<file path="config.mk">
export PLATFORM = sky130hd
export DESIGN_NAME = lpm_cell
export DESIGN_NICKNAME = d
export VERILOG_FILES = /design/src/rtl/lpm_pkg.sv /design/src/rtl/lpm_cell.sv
export SDC_FILE = /design/constraint.sdc
export NUM_CORES = 1
export LEC_CHECK = 0
export ABC_AREA = 1
export BUFFER_PORTS_ARGS = -buffer_cell sky130_fd_sc_hd__buf_2
export CAP_MARGIN = 20
export CORE_AREA = 2 2 196 198
export CTS_BUF_LIST = sky130_fd_sc_hd__clkbuf_8
export CTS_CLUSTER_DIAMETER = 200
export DETAILED_ROUTE_END_ITERATION = 10
export DIE_AREA = 0 0 198 200
export MAX_ROUTING_LAYER = met4
export PLACE_DENSITY = 0.51
export RECOVER_POWER = 100
export SLEW_MARGIN = 30
export SYNTH_ARGS = -nofsm -noshare
export SYNTH_HDL_FRONTEND = slang
export SYNTH_SLANG_ARGS = --single-unit
</file>
<file path="constraint.sdc">
create_clock -name clock -period 3.8 [get_ports clock]
set_clock_uncertainty 0.1 [all_clocks]
set_input_delay 0.19 -clock clock [delete_from_list [all_inputs] [get_ports clock]]
set_output_delay 0.19 -clock clock [all_outputs]
set_load 0.05 [all_outputs]
</file>
<file path="src/rtl/lpm_pkg.sv">
package lpm_pkg;

   localparam int CAPACITY_DEF = 64;
   localparam int ADDR_W       = 32;
   localparam int LEN_W        = 6;
   localparam int IFACE_W      = 8;
   localparam int FUNC_W       = 2;
   localparam logic [LEN_W-1:0] LEN_MAX = 6'd32;

   // stream payload widths, padded to whole bytes
   localparam int REQ_DATA_W = 112;
   localparam int RSP_DATA_W = 80;
   localparam int RSP_USER_W = 2;

   typedef enum logic [FUNC_W-1:0] {
      FUNC_ADD    = 2'd0,
      FUNC_REMOVE = 2'd1,
      FUNC_LOOKUP = 2'd2,
      FUNC_NONE   = 2'd3
   } func_type;

   typedef enum logic [1:0] {
      ST_IDLE,
      ST_BUSY,
      ST_DONE
   } state_type;

   typedef struct packed {
      logic [ADDR_W-1:0]  prefix;
      logic [LEN_W-1:0]   len;
      logic [ADDR_W-1:0]  hop;
      logic [IFACE_W-1:0] iface;
   } entry_type;

   // what travels down the cell chain with one item
   typedef struct packed {
      func_type          func;
      logic [ADDR_W-1:0] key;    // masked prefix, or destination for a lookup
      logic [LEN_W-1:0]  len;
      logic              found;  // add/remove: exact route seen
      logic              hit;    // lookup: some route covers key
      entry_type         best;
      entry_type         last;   // copy of the highest live entry
   } token_type;

   typedef struct packed {
      logic      en;
      entry_type entry;
   } wr_type;

   // top len bits set; zero length gives zero, 32 and above give all ones
   function automatic logic [ADDR_W-1:0] len_mask(input logic [LEN_W-1:0] len);
      logic [ADDR_W-1:0] m;
      if (len == '0) begin
         m = '0;
      end else if (len >= LEN_MAX) begin
         m = '1;
      end else begin
         m = ~({ADDR_W{1'b1}} >> len);
      end
      return m;
   endfunction

endpackage

</file>
<file path="src/rtl/lpm_cell.sv">
module lpm_cell #(
   parameter int  CAPACITY = lpm_pkg::CAPACITY_DEF,
   parameter int  IDX      = 0,
   localparam int IDX_W    = (CAPACITY > 1) ? $clog2(CAPACITY) : 1,
   localparam int CNT_W    = $clog2(CAPACITY + 1)
) (
   input  logic                  clock,
   input  logic                  reset,
   input  logic                  tok_valid_in,
   input  lpm_pkg::token_type    tok_in,
   input  logic [IDX_W-1:0]      tok_idx_in,
   output logic                  tok_valid_out,
   output lpm_pkg::token_type    tok_out,
   output logic [IDX_W-1:0]      tok_idx_out,
   input  logic [CNT_W-1:0]      route_count,
   input  lpm_pkg::wr_type       wr,
   input  logic [IDX_W-1:0]      wr_idx
);
   import lpm_pkg::*;

   entry_type         entry_ff;
   logic              tok_valid_ff;
   token_type         tok_ff, tok_in_next;
   logic [IDX_W-1:0]  tok_idx_ff, tok_idx_next;
   logic              in_use, is_last, key_hit, pfx_hit;
   logic [ADDR_W-1:0] mask;

   assign in_use  = CNT_W'(IDX) < route_count;
   assign is_last = CNT_W'(IDX + 1) == route_count;
   assign key_hit = (entry_ff.len == tok_in.len) && (entry_ff.prefix == tok_in.key);
   assign mask    = len_mask(entry_ff.len);
   assign pfx_hit = (tok_in.key & mask) == entry_ff.prefix;

   always_comb begin
      tok_in_next  = tok_in;
      tok_idx_next = tok_idx_in;
      if (in_use) begin
         if ((tok_in.func == FUNC_ADD || tok_in.func == FUNC_REMOVE)
               && !tok_in.found && key_hit) begin
            tok_in_next.found = 1'b1;
            tok_idx_next      = IDX_W'(IDX);
         end
         // strict compare keeps the lowest index on equal lengths
         if (tok_in.func == FUNC_LOOKUP && pfx_hit
               && (!tok_in.hit || entry_ff.len > tok_in.best.len)) begin
            tok_in_next.hit  = 1'b1;
            tok_in_next.best = entry_ff;
         end
         if (is_last) begin
            tok_in_next.last = entry_ff;
         end
      end
   end

   always_ff @(posedge clock) begin
      if (reset) begin
         tok_valid_ff <= 1'b0;
      end else begin
         tok_valid_ff <= tok_valid_in;
      end
   end

   always_ff @(posedge clock) begin
      tok_ff     <= tok_in_next;
      tok_idx_ff <= tok_idx_next;
      if (wr.en && wr_idx == IDX_W'(IDX)) begin
         entry_ff <= wr.entry;
      end
   end

   assign tok_valid_out = tok_valid_ff;
   assign tok_out       = tok_ff;
   assign tok_idx_out   = tok_idx_ff;

endmodule

</file>
* Yosys cells after proc, flatten, opt, wreduce, memory -nomap -nowiden
Cells that the tools add are included.
** Storage, ports and cells
- Bits in registers :: 283
- Bits of input ports :: 299
- Logic and storage cells :: 52
- Output and inout bits :: 205
** Operators by class
- Muxes and demuxes :: 8
- Reductions and logical operators :: 13
- $lt $le $gt $ge :: 3
- Shift-type cells :: 1
- Eq/ne operators :: 6
- Bitwise logic cells :: 2
** Operators with widths (count)
- $mux 158 :: 1
- $mux 79 :: 1
- $mux 78 :: 1
- $eq 32x32->1 :: 2
- $mux 32 :: 2
- $and 32x32->32 :: 1
- $not 32->32 :: 1
- $shr 32x6->32 const A :: 1
- $logic_not 6->1 :: 2
- $mux 6 :: 2
- $eq 1x7->1 const A :: 1
- $lt 1x7->1 const A :: 1
- $eq 6x6->1 :: 1
- $ge 6x6->1 const B :: 1
- $gt 6x6->1 :: 1
- $logic_and 1x1->1 :: 6
- $eq 2x1->1 const B :: 1
- $eq 2x2->1 const B :: 1
- $logic_not 1->1 :: 2
- $logic_not 2->1 :: 1
- $logic_or 1x1->1 :: 2
- $mux 1 :: 1

* Logic depth before layout (Yosys ltp)
- Depth in word-level cells :: 10
- Gate-level depth with buffers :: 17
- Mapped depth without buffers :: 14

* Worst setup path before layout
No wires, ideal clock.
- Kind :: input to register
- Start point :: in wr_idx[1]
- End point :: reg entry_ff[0] in the netlist's numbering, enable pin
- Data arrival time :: 2.321 ns
- Stages on the path :: 2
- Path buffers :: 0
- Library setup time :: 0.445 ns
- Required time :: 3.255 ns
- Slack :: 0.934 ns
- Path through :: nor4_1 > and3_1
** Between the ends
- Longest elaborated chain between the ends :: 2
** Ends and longest elaborated chain
- start, declared :: RTL line lpm_cell.sv:17 : input logic [IDX_W-1:0] wr_idx
- $logic_not 6->1 :: RTL line lpm_cell.sv:66 : if (wr.en && wr_idx == IDX_W'(IDX)) begin
- $logic_and 1x1->1 :: RTL line lpm_cell.sv:66
- end signal, assigned :: RTL line lpm_cell.sv:67 : entry_ff <= wr.entry;
- end, declared :: RTL line lpm_cell.sv:21 : entry_type entry_ff;
Every way passes these cells.
A chain may end at the register's enable or synchronous reset.

==> run metrics <==
flops & latches, synth=between 200 and 300; outcome=finished with violations; commonest cells after routing, fill and taps aside=343 x nand2_1, 284 x dlygate4sd3_1, 255 x buf_2, 252 x clkbuf_1, 205 x dfxtp_1; TritonRoute pass-1 iters=4; number of max-cap violations=4; clk root buf=clkbuf_8; Worst EP required=roughly 4.3 ns; WL/cell=17.8 um; failing checks=capacitance limit, slew limit; maximum VDD drop=~300 uV; Initial DRC Count=404; combinational fraction of design power=0.158; Crit. Startpoint=entry_ff[45]; htree depth=2; cells after synthesis=1099; Lkg Pwr=~0.0078 uW; hold wc startpoint=tok_in[186]; I/O Pins=504; Final #Nets=2208; setup bufs post-CTS=0; Worst-Skew Late Latency=approximately 0.60 ns; first-pass GRT wire length=around 63000 um; commonest non-fill, non-tap cell in the layout=nand2_1; R2R setup slack=0.46 ns; Num Clock Sinks=between 200 and 300; Fmax=300 MHz; Reg area=6450 sq um; Worst R2R Start=entry_ff[45]; Yosys cell types=39; Cell Rows=71; initial core utilization=0.279; DRT antenna net count=0; Total Die Area=slightly below 40000 sq um; vias in the first global route=roughly 11000; port bufs=503; Setup crit start kind=flop; clk buf depth=3; Relative slew margins=-0.949; Via density=4.37; Net Sw Frac=0.284; # setup viols final=0; Tightest Pin Transition=2.92 ns; final cell utilization of the core=0.454; RSZ-0062 raised after global routing=false; Remaining DRCs=0; GP Congestion=between 0.8 and 0.9; path depth of the worst reg2reg path=12; r2r endpoint=tok_out[89]; Final Hold Fails=0; area of the multi-input gates=3470 sq um; clock power share=0.386; Psw=2030 uW; GR Util All Layers=0.220; dpl hpwl=31300 um; sequential power share=0.457; initial antenna violation count=4; Fillers=3727; Final Slew Violations=163; Synth warnings=0; Tmin final=between 3 and 4 ns; Arr. time, crit path=between 3 and 4 ns; CTS buffer count=49; crit-path max FO=35; core area=between 30000 and 40000 sq um; pin count of the biggest net entering global routing=between 70 and 80; Syn Area/Cell=between 9 and 10 sq um; hold path depth=2; Hold Path Sink=tok_out[186]; Tcrit/Tclk final=0.878; WL final=around 44000 um; layout cell share with drive strength beyond 1=0.201; register area share after synthesis=0.619; Area Growth Syn to Fin=63.1%; CTS tree=yes; Int Power=5120 uW; Sum Neg Setup Slack=0 ns; Setup CP Type=reg2reg; Die W=between 150 and 200 um; Syn Nets=1404; Mapped Area=10400 sq um; Vias=10700; Critical Path End Type=flop; Worst-path clk slew=0.06 ns; gr ovfl total=0; Hold Crit Class=in2reg; pwr/cell area=421 nW/um^2; die height=200 um
## state kept, by name, indices dropped and copies added (netlist names)
signal / cells
tok_out: 198
tok_idx_out: 6
entry_ff: 78
tok_valid_out: 1
## logic make-up (layout without fill, tap and decap cells)
logic type / after synthesis / after routing / share of synthesized area
adders and majority gates: 6 / 6 / 0.00720
xor gates and xnor gates: 14 / 14 / 0.0118
and+or+nand+nor: 563 / 563 / 0.227
AOI/OAI and AO/OA: 58 / 58 / 0.0318
other: 0 / 5 / 0
muxes: 49 / 49 / 0.0530
DFF: 283 / 283 / 0.619
buffers and inverters: 126 / 969 / 0.0507
## metrics by stage
stage                     cell area, sq um  power [uW]  hold slack, ns  setup WS (ns)  cells
after CTS                            17300        7280          0.0446          0.691   2453
after detailed placement             13500        4250           0.223          0.696   2079
after global placement               13500        4240           0.219          0.710   2079
final                                17000        7150           0.188          0.463   2458
after floorplan                      10400        3890           0.118          0.934   1099
after global routing                 17000        7430           0.159          0.240   2457
## final cells by class
type / instances / area share
flip-flops and latches: 283 / 0.379
repair buffers: 796 / 0.302
multi-input cells: 690 / 0.204
clock buffers: 59 / 0.0478
well taps: 511 / 0.0376
inverters: 83 / 0.0183
clock inverters: 31 / 0.00957
diodes: 5 / 0.000736
## critical path, stage by stage (launching register included)
cell and delay, ns:
edfxtp_1 0.53, nor2_4 0.60, nand2_1 0.14, o21ai_0 0.28, nand2_1 0.09, nor2_1 0.12
nand2_1 0.07, nor2_1 0.14, nand3_1 0.13, nor2_2 0.56, buf_12 0.29, nand3_1 0.11
nand2_1 0.10
## how the worst max path moves through the flow
| stage | endpoint | slack, ns |
|---|---|---|
| global route | tok_out[121] | 0.24 |
| CTS | tok_out[121] | 0.69 |
| finish | tok_out[89] | 0.46 |
| floorplan | entry_ff[0] | 0.93 |
| global placement | tok_out[93] | 0.71 |
| detailed placement | tok_out[138] | 0.70 |
## synthesized netlist by cell type
cell / instances / area share
or2_2: 3 / 0.0018
o211ai_1: 1 / 0.00072
nand4_1: 10 / 0.0060
a2111oi_0: 1 / 0.00084
o21ai_1: 2 / 0.00096
a21oi_1: 2 / 0.00096
nor2_1: 64 / 0.023
inv_2: 2 / 0.00072
a221oi_1: 1 / 0.00084
mux2_2: 49 / 0.053
xor2_1: 9 / 0.0076
xnor2_1: 5 / 0.0042
nor2_4: 2 / 0.0022
buf_6: 4 / 0.0043
dfxtp_1: 205 / 0.39
nor2_2: 5 / 0.0030
clkbuf_1: 25 / 0.0090
edfxtp_1: 78 / 0.22
nand2_1: 344 / 0.12
and2_1: 1 / 0.00060
inv_1: 81 / 0.029
nand3_1: 121 / 0.058
buf_2: 11 / 0.0053
nor4_1: 4 / 0.0024
a21o_1: 1 / 0.00072
nand3b_1: 2 / 0.0014
o2111ai_1: 4 / 0.0034
o22ai_1: 3 / 0.0018
a21boi_0: 1 / 0.00072
o211a_1: 1 / 0.00096
o21ai_0: 40 / 0.019
ha_1: 6 / 0.0072
nand2_2: 1 / 0.00060
a211oi_1: 1 / 0.00072
nor3_1: 3 / 0.0014
nor4b_1: 1 / 0.00084
buf_4: 3 / 0.0022
nand3_2: 1 / 0.00096
and3_1: 1 / 0.00060
## power groups by stage
stage | Clock (uW) | Sequential (uW) | Combinational [uW]
CTS | 2850 | 3260 | 1160
detailed placement | 0 | 3320 | 926
floorplan | 0 | 3740 | 149
global placement | 0 | 3320 | 921
finish | 2760 | 3260 | 1130
global route | 2960 | 3270 | 1190
## per-layer routing
layer,GRT usage,share of wire,up-vias
li1,-,-,5208
met1,0.234,0.39,5019
met2,0.398,0.52,425
met3,0.0479,0.063,84
met4,0.0855,0.029,0
met5,-,0,-
## repair_timing
action | CTS | global route
endpoints found under the hold margin | 283 | 0
hold buffers | 284 | 0
resized for setup | 0 | 0
Note: power is estimated with default switching activity, not from simulation.
